==> config.mk <==
export PLATFORM = sky130hd
export DESIGN_NAME = button_edge_hold_autorepeat_top
export DESIGN_NICKNAME = d
export VERILOG_FILES = /design/src/rtl/beha_pkg.sv /design/src/rtl/beha_rem.sv /design/src/rtl/beha_cnt.sv /design/src/rtl/button_edge_hold_autorepeat_top.sv
export SDC_FILE = /design/constraint.sdc
export NUM_CORES = 1
export LEC_CHECK = 0
export BUFFER_PORTS_ARGS = -buffer_cell sky130_fd_sc_hd__buf_4
export CAP_MARGIN = 20
export CORE_ASPECT_RATIO = 1.25
export CORE_MARGIN = 10
export CORE_UTILIZATION = 26
export DETAILED_ROUTE_END_ITERATION = 6
export GPL_TIMING_DRIVEN = 1
export HOLD_SLACK_MARGIN = 0.03
export PLACE_DENSITY_LB_ADDON = 0.3
export SYNTH_ARGS = -nofsm -noshare
export SYNTH_HDL_FRONTEND = slang
export SYNTH_SLANG_ARGS = --single-unit
export TNS_END_PERCENT = 5
==> constraint.sdc <==
create_clock -name aclk -period 11 [get_ports aclk]
set_clock_uncertainty 0.2 [all_clocks]
set_input_delay 3.3 -clock aclk [delete_from_list [all_inputs] [get_ports aclk]]
set_output_delay 3.3 -clock aclk [all_outputs]
set_load 0.005 [all_outputs]
==> src/rtl/beha_pkg.sv <==
package beha_pkg;

    // Sizes of the sample and the hold counters.
    localparam int NUM_BUTTONS = 12;
    localparam int BTN_W       = 12;
    localparam int QRY_W       = 4;
    localparam int CNT_W       = 8;
    localparam int DIR_W       = 4;
    localparam int CFG_IDX_W   = 8;
    localparam int IDX_W       = (NUM_BUTTONS > 1) ? $clog2(NUM_BUTTONS) : 1;

    // The remainder unit retires two quotient bits per cycle.
    localparam int REM_CYCLES  = CNT_W / 2;
    localparam int REM_STEP_W  = $clog2(REM_CYCLES);

    localparam logic [CNT_W-1:0] HOLD_MAX      = 8'd255;
    localparam logic [CNT_W-1:0] DELAY_RESET   = 8'd18;
    localparam logic [CNT_W-1:0] RATE_RESET    = 8'd4;

    // Configuration register indexes.
    localparam logic [CFG_IDX_W-1:0] REG_REPEAT_DELAY = 8'd0;
    localparam logic [CFG_IDX_W-1:0] REG_REPEAT_RATE  = 8'd1;

    // Keypad direction codes.
    localparam logic [DIR_W-1:0] DIR_DOWN_LEFT  = 4'd1;
    localparam logic [DIR_W-1:0] DIR_DOWN       = 4'd2;
    localparam logic [DIR_W-1:0] DIR_DOWN_RIGHT = 4'd3;
    localparam logic [DIR_W-1:0] DIR_LEFT       = 4'd4;
    localparam logic [DIR_W-1:0] DIR_NEUTRAL    = 4'd5;
    localparam logic [DIR_W-1:0] DIR_RIGHT      = 4'd6;
    localparam logic [DIR_W-1:0] DIR_UP_LEFT    = 4'd7;
    localparam logic [DIR_W-1:0] DIR_UP         = 4'd8;
    localparam logic [DIR_W-1:0] DIR_UP_RIGHT   = 4'd9;

    typedef struct packed {
        logic [BTN_W-1:0] buttons;
        logic [QRY_W-1:0] query_button;
    } in_word_t;

    typedef struct packed {
        logic [BTN_W-1:0] pressed_mask;
        logic [BTN_W-1:0] released_mask;
        logic [BTN_W-1:0] repeat_mask;
        logic [DIR_W-1:0] direction;
        logic             direction_changed;
        logic [CNT_W-1:0] held_frames;
    } out_word_t;

    // Request to the shared remainder unit.
    typedef struct packed {
        logic             start;
        logic [CNT_W-1:0] dividend;
        logic [CNT_W-1:0] divisor;
    } rem_req_t;

    // Answer from the shared remainder unit.
    typedef struct packed {
        logic done;
        logic zero;
    } rem_rsp_t;

    // Keypad code from the four direction bits; diagonals win.
    function automatic logic [DIR_W-1:0] keypad_code(input logic [3:0] dirs);
        logic up;
        logic down;
        logic left;
        logic right;
        logic [DIR_W-1:0] code;
        up    = dirs[0];
        down  = dirs[1];
        left  = dirs[2];
        right = dirs[3];
        if (up && left) begin
            code = DIR_UP_LEFT;
        end else if (up && right) begin
            code = DIR_UP_RIGHT;
        end else if (down && left) begin
            code = DIR_DOWN_LEFT;
        end else if (down && right) begin
            code = DIR_DOWN_RIGHT;
        end else if (up) begin
            code = DIR_UP;
        end else if (down) begin
            code = DIR_DOWN;
        end else if (left) begin
            code = DIR_LEFT;
        end else if (right) begin
            code = DIR_RIGHT;
        end else begin
            code = DIR_NEUTRAL;
        end
        return code;
    endfunction

endpackage

==> src/rtl/beha_rem.sv <==
module beha_rem (
    input  logic                aclk,
    input  logic                aresetn,
    input  beha_pkg::rem_req_t  req,
    output beha_pkg::rem_rsp_t  rsp
);

    logic [beha_pkg::CNT_W-1:0]      rem_reg, rem_next;
    logic [beha_pkg::CNT_W-1:0]      dvd_reg, dvd_next;
    logic [beha_pkg::CNT_W-1:0]      dsr_reg, dsr_next;
    logic [beha_pkg::REM_STEP_W-1:0] step_reg, step_next;
    logic                            busy_reg, busy_next;
    logic                            done_reg, done_next;

    logic [beha_pkg::CNT_W:0]        trial1;
    logic [beha_pkg::CNT_W:0]        trial2;
    logic [beha_pkg::CNT_W-1:0]      rem_mid;
    logic [beha_pkg::CNT_W-1:0]      rem_step;

    // Two restoring steps per cycle: shift in a dividend bit, subtract if it fits.
    always_comb begin
        trial1 = {rem_reg, dvd_reg[beha_pkg::CNT_W-1]};
        if (trial1 >= {1'b0, dsr_reg}) begin
            trial1 = trial1 - {1'b0, dsr_reg};
        end
        rem_mid = trial1[beha_pkg::CNT_W-1:0];
        trial2  = {rem_mid, dvd_reg[beha_pkg::CNT_W-2]};
        if (trial2 >= {1'b0, dsr_reg}) begin
            trial2 = trial2 - {1'b0, dsr_reg};
        end
        rem_step = trial2[beha_pkg::CNT_W-1:0];
    end

    // Step control.
    always_comb begin
        rem_next  = rem_reg;
        dvd_next  = dvd_reg;
        dsr_next  = dsr_reg;
        step_next = step_reg;
        busy_next = busy_reg;
        done_next = 1'b0;
        if (req.start) begin
            rem_next  = '0;
            dvd_next  = req.dividend;
            dsr_next  = req.divisor;
            step_next = '0;
            busy_next = 1'b1;
        end else if (busy_reg) begin
            rem_next  = rem_step;
            dvd_next  = {dvd_reg[beha_pkg::CNT_W-3:0], 2'b00};
            step_next = step_reg + 1'b1;
            if (step_reg == beha_pkg::REM_STEP_W'(beha_pkg::REM_CYCLES - 1)) begin
                busy_next = 1'b0;
                done_next = 1'b1;
            end
        end
    end

    always_ff @(posedge aclk) begin
        if (!aresetn) begin
            busy_reg <= 1'b0;
            done_reg <= 1'b0;
            step_reg <= '0;
        end else begin
            busy_reg <= busy_next;
            done_reg <= done_next;
            step_reg <= step_next;
        end
        rem_reg <= rem_next;
        dvd_reg <= dvd_next;
        dsr_reg <= dsr_next;
    end

    assign rsp.done = done_reg;
    assign rsp.zero = (rem_reg == '0);

endmodule

==> src/rtl/beha_cnt.sv <==
module beha_cnt (
    input  logic                        aclk,
    input  logic                        aresetn,
    input  logic [beha_pkg::IDX_W-1:0]  addr,
    input  logic                        held,
    input  logic                        upd_en,
    output logic [beha_pkg::CNT_W-1:0]  new_cnt
);

    logic [beha_pkg::CNT_W-1:0] cnt_reg [beha_pkg::NUM_BUTTONS];
    logic [beha_pkg::CNT_W-1:0] cur_cnt;

    // Saturating increment while held, clear on release.
    always_comb begin
        cur_cnt = cnt_reg[addr];
        if (!held) begin
            new_cnt = '0;
        end else if (cur_cnt == beha_pkg::HOLD_MAX) begin
            new_cnt = cur_cnt;
        end else begin
            new_cnt = cur_cnt + 1'b1;
        end
    end

    always_ff @(posedge aclk) begin
        if (!aresetn) begin
            for (int i = 0; i < beha_pkg::NUM_BUTTONS; i++) begin
                cnt_reg[i] <= '0;
            end
        end else if (upd_en) begin
            cnt_reg[addr] <= new_cnt;
        end
    end

endmodule

==> src/rtl/button_edge_hold_autorepeat_top.sv <==
// Button sampler: edge detection, hold counting and auto-repeat.
// One input word on s_ is one frame sample of the buttons plus the index
// of the button whose hold count is wanted. One output word on m_ follows
// for each sample: pressed and released masks, the auto-repeat mask, the
// keypad direction with a changed flag, and the queried hold count.
// A small sequencer walks the buttons one per cycle, updating each hold
// counter, and pauses while a rate check runs; a button whose count is
// past the repeat delay, with a rate that is not zero, is checked against
// the rate by a shared remainder unit, which retires two bits a step and
// registers its answer. s_ready is low from acceptance until the result
// enters the output register; the next sample is taken in the cycle after
// that, so a new sample is taken only once the last one has reached the
// output register.
// The output register holds a finished word while m_ready is low; the
// block can take the next sample then, but finishes it only once the
// waiting word has been taken.
// Reset (aresetn low, synchronous) clears the counters and the previous
// sample, sets the previous direction to neutral, and loads the repeat
// delay with 18 and the rate with 4. Configuration writes on cfg_ are
// always taken and belong between samples.
module button_edge_hold_autorepeat_top (
    input  logic                              aclk,
    input  logic                              aresetn,
    input  logic                              s_valid,
    output logic                              s_ready,
    input  beha_pkg::in_word_t                s_data,
    output logic                              m_valid,
    input  logic                              m_ready,
    output beha_pkg::out_word_t               m_data,
    input  logic                              cfg_valid,
    output logic                              cfg_ready,
    input  logic [beha_pkg::CFG_IDX_W-1:0]    cfg_index,
    input  logic [beha_pkg::CNT_W-1:0]        cfg_data
);

    localparam logic [1:0] ST_IDLE = 2'd0;
    localparam logic [1:0] ST_SCAN = 2'd1;
    localparam logic [1:0] ST_DIV  = 2'd2;
    localparam logic [1:0] ST_DONE = 2'd3;

    logic [1:0]                          state_reg, state_next;
    logic [beha_pkg::IDX_W-1:0]          idx_reg, idx_next;
    logic [beha_pkg::BTN_W-1:0]          buttons_reg, buttons_next;
    logic [beha_pkg::QRY_W-1:0]          query_reg, query_next;
    logic [beha_pkg::NUM_BUTTONS-1:0]    repeat_reg, repeat_next;
    logic [beha_pkg::CNT_W-1:0]          held_out_reg, held_out_next;
    logic [beha_pkg::BTN_W-1:0]          prev_buttons_reg, prev_buttons_next;
    logic [beha_pkg::DIR_W-1:0]          prev_dir_reg, prev_dir_next;
    logic [beha_pkg::CNT_W-1:0]          delay_reg, delay_next;
    logic [beha_pkg::CNT_W-1:0]          rate_reg, rate_next;
    logic                                m_valid_reg, m_valid_next;
    beha_pkg::out_word_t                 m_data_reg, m_data_next;

    logic [beha_pkg::NUM_BUTTONS-1:0]    held_vec;
    logic                                cur_held;
    logic                                cnt_upd;
    logic [beha_pkg::CNT_W-1:0]          new_cnt;
    logic                                last_btn;
    logic                                out_load;
    logic [beha_pkg::DIR_W-1:0]          cur_dir;
    beha_pkg::rem_req_t                  rem_req;
    beha_pkg::rem_rsp_t                  rem_rsp;

    // Hold counter bank, one entry updated per scan cycle of the walk, none while a rate check runs.
    beha_cnt u_cnt (
        .aclk    (aclk),
        .aresetn (aresetn),
        .addr    (idx_reg),
        .held    (cur_held),
        .upd_en  (cnt_upd),
        .new_cnt (new_cnt)
    );

    // Shared remainder unit for the repeat-rate check.
    beha_rem u_rem (
        .aclk    (aclk),
        .aresetn (aresetn),
        .req     (rem_req),
        .rsp     (rem_rsp)
    );

    assign held_vec  = beha_pkg::NUM_BUTTONS'(buttons_reg);
    assign cur_held  = held_vec[idx_reg];
    assign cnt_upd   = (state_reg == ST_SCAN);
    assign last_btn  = (idx_reg == beha_pkg::IDX_W'(beha_pkg::NUM_BUTTONS - 1));
    assign cur_dir   = beha_pkg::keypad_code(buttons_reg[3:0]);
    assign out_load  = (state_reg == ST_DONE) && (!m_valid_reg || m_ready);

    assign s_ready   = (state_reg == ST_IDLE);
    assign cfg_ready = 1'b1;
    assign m_valid   = m_valid_reg;
    assign m_data    = m_data_reg;

    // Configuration registers.
    always_comb begin
        delay_next = delay_reg;
        rate_next  = rate_reg;
        if (cfg_valid) begin
            if (cfg_index == beha_pkg::REG_REPEAT_DELAY) begin
                delay_next = cfg_data;
            end else if (cfg_index == beha_pkg::REG_REPEAT_RATE) begin
                rate_next = cfg_data;
            end
        end
    end

    // Sequencer over the buttons.
    always_comb begin
        state_next        = state_reg;
        idx_next          = idx_reg;
        buttons_next      = buttons_reg;
        query_next        = query_reg;
        repeat_next       = repeat_reg;
        held_out_next     = held_out_reg;
        prev_buttons_next = prev_buttons_reg;
        prev_dir_next     = prev_dir_reg;
        rem_req.start     = 1'b0;
        rem_req.dividend  = new_cnt - delay_reg;
        rem_req.divisor   = rate_reg;
        unique case (state_reg)
            ST_IDLE: begin
                if (s_valid) begin
                    buttons_next  = s_data.buttons;
                    query_next    = s_data.query_button;
                    repeat_next   = '0;
                    held_out_next = '0;
                    idx_next      = '0;
                    state_next    = ST_SCAN;
                end
            end
            ST_SCAN: begin
                if (query_reg == beha_pkg::QRY_W'(idx_reg)) begin
                    held_out_next = new_cnt;
                end
                if (cur_held && (new_cnt > delay_reg) && (rate_reg != '0)) begin
                    rem_req.start = 1'b1;
                    state_next    = ST_DIV;
                end else begin
                    if (cur_held && (new_cnt == delay_reg)) begin
                        repeat_next[idx_reg] = 1'b1;
                    end
                    if (last_btn) begin
                        state_next = ST_DONE;
                    end else begin
                        idx_next = idx_reg + 1'b1;
                    end
                end
            end
            ST_DIV: begin
                if (rem_rsp.done) begin
                    if (rem_rsp.zero) begin
                        repeat_next[idx_reg] = 1'b1;
                    end
                    if (last_btn) begin
                        state_next = ST_DONE;
                    end else begin
                        idx_next   = idx_reg + 1'b1;
                        state_next = ST_SCAN;
                    end
                end
            end
            ST_DONE: begin
                if (out_load) begin
                    prev_buttons_next = buttons_reg;
                    prev_dir_next     = cur_dir;
                    state_next        = ST_IDLE;
                end
            end
            default: begin
                state_next = ST_IDLE;
            end
        endcase
    end

    // Output register.
    always_comb begin
        m_valid_next = m_valid_reg;
        m_data_next  = m_data_reg;
        if (out_load) begin
            m_valid_next                  = 1'b1;
            m_data_next.pressed_mask      = buttons_reg & ~prev_buttons_reg;
            m_data_next.released_mask     = prev_buttons_reg & ~buttons_reg;
            m_data_next.repeat_mask       = beha_pkg::BTN_W'(repeat_reg);
            m_data_next.direction         = cur_dir;
            m_data_next.direction_changed = (cur_dir != prev_dir_reg);
            m_data_next.held_frames       = held_out_reg;
        end else if (m_ready) begin
            m_valid_next = 1'b0;
        end
    end

    always_ff @(posedge aclk) begin
        if (!aresetn) begin
            state_reg        <= ST_IDLE;
            idx_reg          <= '0;
            prev_buttons_reg <= '0;
            prev_dir_reg     <= beha_pkg::DIR_NEUTRAL;
            delay_reg        <= beha_pkg::DELAY_RESET;
            rate_reg         <= beha_pkg::RATE_RESET;
            m_valid_reg      <= 1'b0;
        end else begin
            state_reg        <= state_next;
            idx_reg          <= idx_next;
            prev_buttons_reg <= prev_buttons_next;
            prev_dir_reg     <= prev_dir_next;
            delay_reg        <= delay_next;
            rate_reg         <= rate_next;
            m_valid_reg      <= m_valid_next;
        end
        buttons_reg  <= buttons_next;
        query_reg    <= query_next;
        repeat_reg   <= repeat_next;
        held_out_reg <= held_out_next;
        m_data_reg   <= m_data_next;
    end

endmodule

Word-level counts from Yosys, hierarchy flattened
Memories as Yosys holds them, arrays and structs flattened. A register that Yosys moved wholly into a read port is not among the register bits.
Cells that the tools add are included.
{ "word_totals": {"ff_bits": 152, "mem_bits_rw": 96, "in_bits": 37, "output_inout_bits": 52, "elab_cells": 147, "mem_count": 1} }
{ "memory_table": {"columns": ["name", "depth", "width", "read_ports", "rd_ports_with_merged_regs", "wr", "line_no", "text"], "rows": [
  ["u_cnt.cnt_reg", 12, 8, 1, 1, 12, "beha_cnt.sv:10", "logic [beha_pkg::CNT_W-1:0] cnt_reg [beha_pkg::NUM_BUTTONS];"]
]} }
{ "op_classes": {"add_sub_neg": 6, "order_cmp": 5, "n_eq_ne": 18, "mux": 56, "bitwise_logic": 8, "n_reduce_logical": 30} }
{ "ops": {"columns": ["operator", "count"], "rows": [
  ["2-to-1 mux 8 bit", 9],
  ["2-to-1 mux 12 bit", 5],
  ["2-to-1 mux 4 bit", 12],
  ["one-hot mux 12 bit (3 select lines)", 1],
  ["AND 12 bit", 2],
  ["NOT 12 bit", 2],
  ["subtractor 8 bit", 3],
  [">= comparator 9 x 8 -> 1 bit", 2],
  ["logical NOT 8 bit", 2],
  ["2-to-1 mux 2 bit", 8],
  ["one-hot mux 8 bit (2 select lines)", 1],
  ["2-to-1 mux 1 bit", 15],
  ["OR 12 bit", 1],
  ["one-hot mux 4 bit (3 select lines)", 1],
  ["logical AND 1 bit", 9],
  ["adder 8 x 1 -> 8 bit (second input constant)", 1],
  ["== test 8 x 1 -> 1 bit (second input constant)", 1],
  ["== test 8 bit", 1],
  ["== test 8 bit (second input constant)", 1],
  ["> comparator 8 bit", 1],
  ["inequality test 2 bit (second input constant)", 4],
  ["one-hot mux 2 bit (4 select lines)", 1],
  ["AND reduction 4 bit", 2],
  ["nonzero test 8 bit", 1],
  ["26 further kinds", 37]
]} }

Longest topological paths before layout
Gate-level depths: netlist (run 1).
{ "depth": {"ltp_word": 10, "depth_mapped": 25, "mapped_depth_nobuf": 18} }

Modules after synthesis
A second synthesis (run 1) with hierarchy kept.
{ "unflattened": {"hier_cells": 1034, "area_unflattened_um2": 13227.7} }
{ "modules_own_cells": {"columns": ["module", "instances", "cells_each", "area_each_um2", "seq_area_each_um2"], "rows": [
  ["beha_cnt", 1, 415, 6048.3, 3843.7],
  ["button_edge_hold_autorepeat_top", 1, 424, 5148.7, 3333.2],
  ["beha_rem", 1, 195, 2030.7, 720.7]
]} }

Worst setup path after synthesis (run 1)
OpenSTA, ideal clock, no wires.
{ "synth_timing": {"path_kind": "register to register", "start": "register (tool-made name)", "end": "register repeat_reg[0] (netlist name), enable pin", "setup_time_ps": 396, "arrival_time_ps": 5822, "t_required_ps": 10404, "path_slack_ps": 4582, "stages_incl_launch_ff": 23, "path_buffers": 6, "period_less_slack_ps": 6418, "cell_sequence": "dfxtp_1 > buf_2 > buf_4 > buf_4 > mux4_2 > mux4_2 > ha_1 > nand2b_1 > nor3_1 > o21ai_0 > clkbuf_1 > nor2_1 > ha_1 > nor2b_1 > o21ai_0 > a21oi_1 > o21ai_0 > or2_2 > buf_4 > inv_2 > or3_1 > clkbuf_1 > nor3_1"} }
{ "synth_lines": {"columns": ["element", "line_no", "text"], "rows": [
  ["to (signal assigned)", "button_edge_hold_autorepeat_top.sv:212", "repeat_reg <= repeat_next;"],
  ["to (decl)", "button_edge_hold_autorepeat_top.sv:45", "logic [beha_pkg::NUM_BUTTONS-1:0] repeat_reg, repeat_next;"]
]} }

==> flow_summary.json, run 1 <==
{
  "fmax_mhz": 139,
  "syn_avg_cell_area_um2": 12.7,
  "cp_slowest_stage_delay_ps": 800,
  "clkSinkCount": 284,
  "firstDrtPassIters": 5,
  "rows": 90,
  "grt_max_degree": 60,
  "slew_headroom": 0.240,
  "irDropWorstVdd_uv": 127,
  "grt_pass1_wl_um": 51300,
  "seq_area_frac_synth": 0.629,
  "cap_violations": 0,
  "drc_errors": 0,
  "cts_hold_buf": 0,
  "hp-class": "reg -> reg",
  "cp-end-kind": "flip-flop",
  "place_ws_ps": 3810,
  "numCtsBuffers": 30,
  "critical_path_class": "reg -> reg",
  "yosysUniqueCellTypes": 53,
  "slowest_stage": "nor3_2",
  "post-route-util": 0.312,
  "hold_viol_final": 0,
  "path_cells": "buf_4 > mux4_2 > mux4_2 > ha_1 > nand2b_1 > nor3_1 > o21ai_0 > buf_4 > nor2_1 > ha_1 > nor2b_1 > o21ai_0 > a21oi_1 > o21ai_0 > or2_2 > inv_2 > or3_1 > nor3_2",
  "portBuffers": 87,
  "antenna_found_initial": 1,
  "drive_above_1_share": 0.188,
  "worst_pin_slew_ps": 1130,
  "ios": 89,
  "dp_hpwl_um": 23800,
  "synth_area_um2": 12700,
  "clkLatencyLatePin_ps": 570,
  "via_count": 8058,
  "routedWlPerCell_um": 19.0,
  "crit_top_cell": "o21ai_0",
  "cp_data_arrival_time_ps": 7170,
  "total_power_mw": 3.55,
  "gp_congestion": 0.833,
  "synth_edf_count": 229,
  "place_inst": 1700,
  "wl_met1_um": 13900,
  "period_minus_slack_ps": 7180,
  "grt_pass1_vias": 8345,
  "p_leak_nw": 5.38,
  "clkTransAtPathRegs_ps": 70,
  "wl_met2_um": 16700,
  "cp_max_fo": 24,
  "yosysWarningCount": 0,
  "met3_length_um": 1950,
  "status": "finished, final reports clean",
  "grtUsageTotal": 0.114,
  "die_w_um": 218,
  "grt.overflow.total": 0,
  "crit_family": "simple AND/OR/NAND/NOR gates",
  "slew_viol_final": 0,
  "start_util": 0.262,
  "ant_nets": 0,
  "synthCells": 998,
  "final_common_cell": "edfxtp_1",
  "worst_slack_ps": 3820,
  "drtIter0Drc": 498,
  "layout_common_cells": "229 x edfxtp_1, 163 x nor2_1, 103 x buf_4, 83 x nand2_1, 56 x a21oi_1",
  "ys_async_sr_fraction": 0,
  "required_ps": 10990,
  "synth_nets": 1072,
  "max-clock-path-buffers": 3,
  "core-area_um2": 48300,
  "synth_ff_type": "edfxtp_1",
  "synth_seq_cells": 284,
  "rsz0062_at_grt": "false",
  "postCtsSetupBuffers": 0,
  "die_y_um": 267,
  "tns_ps": 0,
  "htreeDepth": 1,
  "area_growth_pct": 19.0,
  "final_cells": 1763,
  "dieArea_um2": 58100,
  "post_cts_resize_count": 0,
  "cts-root-buf": "clkbuf_16",
  "cts_tree": "built",
  "routed_wl_um": 33400,
  "power.density_nw_per_um2": 235,
  "top_layer": "met4",
  "path_buf_inv": 3,
  "avgViaCountPerCell": 4.57,
  "critPathLaunchType": "flip-flop",
  "setup_viol": 0,
  "final_nets": 1168,
  "finalCritPeriodShare": 0.653,
  "largest_reg_flops": 128
}
==> per-stage QoR <==
stage | hold slack [ps] | area, um^2
after detailed placement | 210 | 14100
after CTS | 224 | 15000
final | 220 | 15100
after global placement | 203 | 14000
after floorplan | 200 | 12700
after global routing | 233 | 15100
==> report_power, final <==
part           internal (mW)  switching, mW
clock network          0.582          0.416
registers               1.34         0.0962
logic                  0.452          0.660
total                   2.38           1.17
==> layout make-up <==
| class | instances | area, um^2 |
|---|---|---|
| Tap cell | 644 | 806 |
| Inverter | 39 | 146 |
| Multi-Input combinational cell | 632 | 4370 |
| Fill cell | 4832 | 33200 |
| Timing Repair Buffer | 107 | 818 |
| Antenna cell | 1 | 2.50 |
| Sequential cell | 284 | 7980 |
| Clock buffer | 43 | 851 |
| Clock inverter | 13 | 118 |
==> Yosys cell counts, types with 3 or more instances <==
| master | n | share of area |
|---|---|---|
| mux2_2 | 5 | 0.0044 |
| nand3_1 | 12 | 0.0047 |
| buf_4 | 5 | 0.0030 |
| and3_1 | 4 | 0.0020 |
| edfxtp_1 | 229 | 0.54 |
| mux2i_1 | 28 | 0.022 |
| nor4_1 | 6 | 0.0030 |
| nor2b_1 | 36 | 0.018 |
| nor3_1 | 12 | 0.0047 |
| a21oi_1 | 56 | 0.022 |
| fa_1 | 3 | 0.0047 |
| or2_2 | 6 | 0.0030 |
| o32ai_1 | 4 | 0.0028 |
| or3_1 | 4 | 0.0020 |
| o21bai_1 | 4 | 0.0024 |
| mux4_2 | 41 | 0.073 |
| buf_1 | 3 | 0.00089 |
| nand4_1 | 9 | 0.0044 |
| ha_1 | 34 | 0.034 |
| o22ai_1 | 5 | 0.0025 |
| clkbuf_1 | 25 | 0.0074 |
| xnor2_1 | 21 | 0.015 |
| and2_1 | 4 | 0.0020 |
| nor2_1 | 163 | 0.048 |
| dfxtp_1 | 55 | 0.087 |
| buf_2 | 10 | 0.0039 |
| xor2_1 | 5 | 0.0035 |
| nand2_1 | 83 | 0.025 |
| a21o_1 | 3 | 0.0018 |
| nand2b_1 | 14 | 0.0069 |
| inv_1 | 36 | 0.011 |
| o21ai_0 | 46 | 0.018 |
==> layer usage <==
metal  vias up  GRT usage
li1       3801          -
met1      3984      0.140
met2       236      0.195
met3        37     0.0232
met4         0     0.0363
met5         -          0
==> worst paths after layout <==
kind	end	slack, ps	cells past startpoint	start
worst max-delay path	repeat_reg[1]	3820	18	flip-flop
worst max register to register	repeat_reg[1]	3820	18	flip-flop
worst min-delay path	m_data[1]	220	0	held_out_reg[1]
worst min register to register	m_data[1]	220	0	held_out_reg[1]
==> logic make-up (layout without fill, tap and decap cells) <==
family,Yosys count,after routing,share of synthesized area
simple gates,360,360,0.128
compound gates,134,134,0.0604
xor+xnor,26,26,0.0180
buf+inv,82,202,0.0267
flops,284,284,0.629
fa+ha+maj,37,37,0.0383
mux,74,74,0.0994
other cells,1,2,0.000296
Power figures use the tool's default switching activity.
==> inputs of run 2 (changes only) <==
==> constraint.sdc (replaced) <==
create_clock -name aclk -period 7.5 [get_ports aclk]
set_clock_uncertainty 0.2 [all_clocks]
set_input_delay 2.25 -clock aclk [delete_from_list [all_inputs] [get_ports aclk]]
set_output_delay 2.25 -clock aclk [all_outputs]
set_load 0.005 [all_outputs]
==> run 2 against run 1 <==
  * Global-route usage down 0.10 points
  * Die area unchanged
  * Maximum frequency up 12%
  * Cell area down 0.24%
  * Critical path depth down 2
  * Hold slack worse by 2.1 ps
  * Sequential share of layout area up 0.13 points
  * Clock-buffer cell count unchanged
  * Critical path type unchanged
  * Critical endpoint is now repeat_reg[4]
  * Largest power group unchanged
  * Highest routed layer unchanged
==> flow_summary.json, run 2 (synthesized netlist as in run 1, its figures left out) <==
{
  "status": "finished, final reports clean",
  "cp-end-kind": "flip-flop",
  "final_nets": 1170,
  "hp-class": "reg -> reg",
  "cts_tree": "built",
  "setup_viol": 0,
  "grt_pass1_vias": 8348,
  "timing.rr.end": "repeat_reg[4]",
  "die_y_um": 267,
  "via_count": 8024,
  "grt.overflow.total": 0,
  "grt_max_degree": 42,
  "grt_pass1_wl_um": 50600,
  "portBuffers": 87,
  "post-route-util": 0.312,
  "drive_above_1_share": 0.185,
  "rsz0062_at_grt": "false",
  "cp_data_arrival_time_ps": 6410,
  "place_ws_ps": 1100,
  "antenna_found_initial": 1,
  "worst_pin_slew_ps": 1090,
  "cap_violations": 0,
  "endpoint": "repeat_reg[4]",
  "p_leak_nw": 5.37,
  "largest_reg_flops": 128,
  "num-fill-cells": 4791,
  "grt.busiest_layer": "met2",
  "core-area_um2": 48300,
  "slowest_stage": "dfxtp_1",
  "clkTransAtPathRegs_ps": 60,
  "path_cells": "buf_4 > mux4_2 > mux2i_1 > mux2i_1 > nand2_1 > or3_1 > and3_1 > nor3_1 > ha_1 > o21ai_0 > a21oi_1 > o21ai_0 > or2_2 > inv_2 > or3_1 > nor3_2",
  "rrSetupSlack_ps": 1080,
  "post_cts_resize_count": 0,
  "hold_viol_final": 0,
  "rows": 90,
  "avgViaCountPerCell": 4.55,
  "gp_congestion": 0.803,
  "gr-usage-met3": 0.0250,
  "tns_ps": 0,
  "slew_viol_final": 0,
  "die_w_um": 218,
  "diodes": 0,
  "cp_max_fo": 17,
  "seqCellArea_um2": 7980,
  "irDropWorstVdd_uv": 172,
  "postCtsSetupBuffers": 0,
  "critPathLaunchType": "flip-flop",
  "ant_nets": 0,
  "fmax_mhz": 156,
  "reg2reg_depth": 16,
  "grtUsageTotal": 0.113,
  "power.density_nw_per_um2": 344,
  "clkSinkCount": 284,
  "htreeDepth": 1,
  "routedWlPerCell_um": 18.6,
  "drc_errors": 0,
  "firstDrtPassIters": 7,
  "dieArea_um2": 58100,
  "drtIter0Drc": 536,
  "start_util": 0.262,
  "cts_hold_buf": 0,
  "clkLatencyLatePin_ps": 570,
  "multi_input_area_um2": 4370,
  "period_minus_slack_ps": 6420,
  "layout_common_cells": "229 x edfxtp_1, 163 x nor2_1, 108 x buf_4, 83 x nand2_1, 56 x a21oi_1",
  "worst_slack_ps": 1080,
  "cts-root-buf": "clkbuf_16",
  "globalRouteMet2Util": 0.193,
  "required_ps": 7490,
  "slew_headroom": 0.269,
  "dp_hpwl_um": 23800,
  "finalCritPeriodShare": 0.856,
  "area_growth_pct": 18.7,
  "cp_slowest_stage_delay_ps": 890,
  "ios": 89,
  "critical_path_class": "reg -> reg",
  "gr-usage-met1": 0.134,
  "max-clock-path-buffers": 3,
  "numCtsBuffers": 29,
  "final_common_cell": "edfxtp_1",
  "routed_wl_um": 32900
}
==> run 2: cell type report <==
class,count,share of cell area
inverters,39,0.00973
multi-input cells,632,0.290
repair buffers,110,0.0555
flip-flops and latches,284,0.530
clock inverters,10,0.00856
clock buffers,43,0.0524
well taps,644,0.0535
==> run 2: metrics by stage <==
step / area, um^2 / cells / hold slack, ps / total power [mW]
2_1_floorplan: 12700 / 998 / 200 / 3.29
3_3_place_gp: 14100 / 1707 / 206 / 3.78
3_5_place_dp: 14100 / 1708 / 205 / 3.80
4_1_cts: 15000 / 1761 / 220 / 5.24
5_1_grt: 15100 / 1762 / 224 / 5.50
6_report: 15100 / 1762 / 218 / 5.18
==> run 2: metal layers <==
| metal | vias up | wire [um] |
|---|---|---|
| li1 | 3812 | - |
| met1 | 3901 | 13500 |
| met2 | 243 | 16300 |
| met3 | 68 | 2000 |
| met4 | 0 | 1100 |
| met5 | - | 0 |
==> run 2: critical path: cells and delay by family (launching register included) <==
| kind | cells | cell delay (ps) |
|---|---|---|
| compound gates | 3 | 440 |
| buf+inv | 2 | 470 |
| simple gates | 7 | 2940 |
| flops | 1 | 890 |
| fa+ha+maj | 1 | 410 |
| mux | 3 | 690 |
==> run 2: how the worst min path moves through the flow <==
stage                     end  cells past startpoint       startpoint
finish              m_data[0]                      0  held_out_reg[0]
global route        m_data[0]                      0  held_out_reg[0]
CTS                 m_data[0]                      0  held_out_reg[0]
detailed placement  m_data[0]                      0  held_out_reg[0]
global placement    m_data[7]                      0  held_out_reg[7]
floorplan           m_data[0]                      0  held_out_reg[0]
==> run 2: power breakdown <==
| group | leakage, nW | switching (mW) | internal (mW) |
|---|---|---|---|
| clock | 0.444 | 0.599 | 0.828 |
| sequential | 2.70 | 0.148 | 1.97 |
| combinational | 2.23 | 0.964 | 0.669 |
| total | 5.37 | 1.71 | 3.47 |
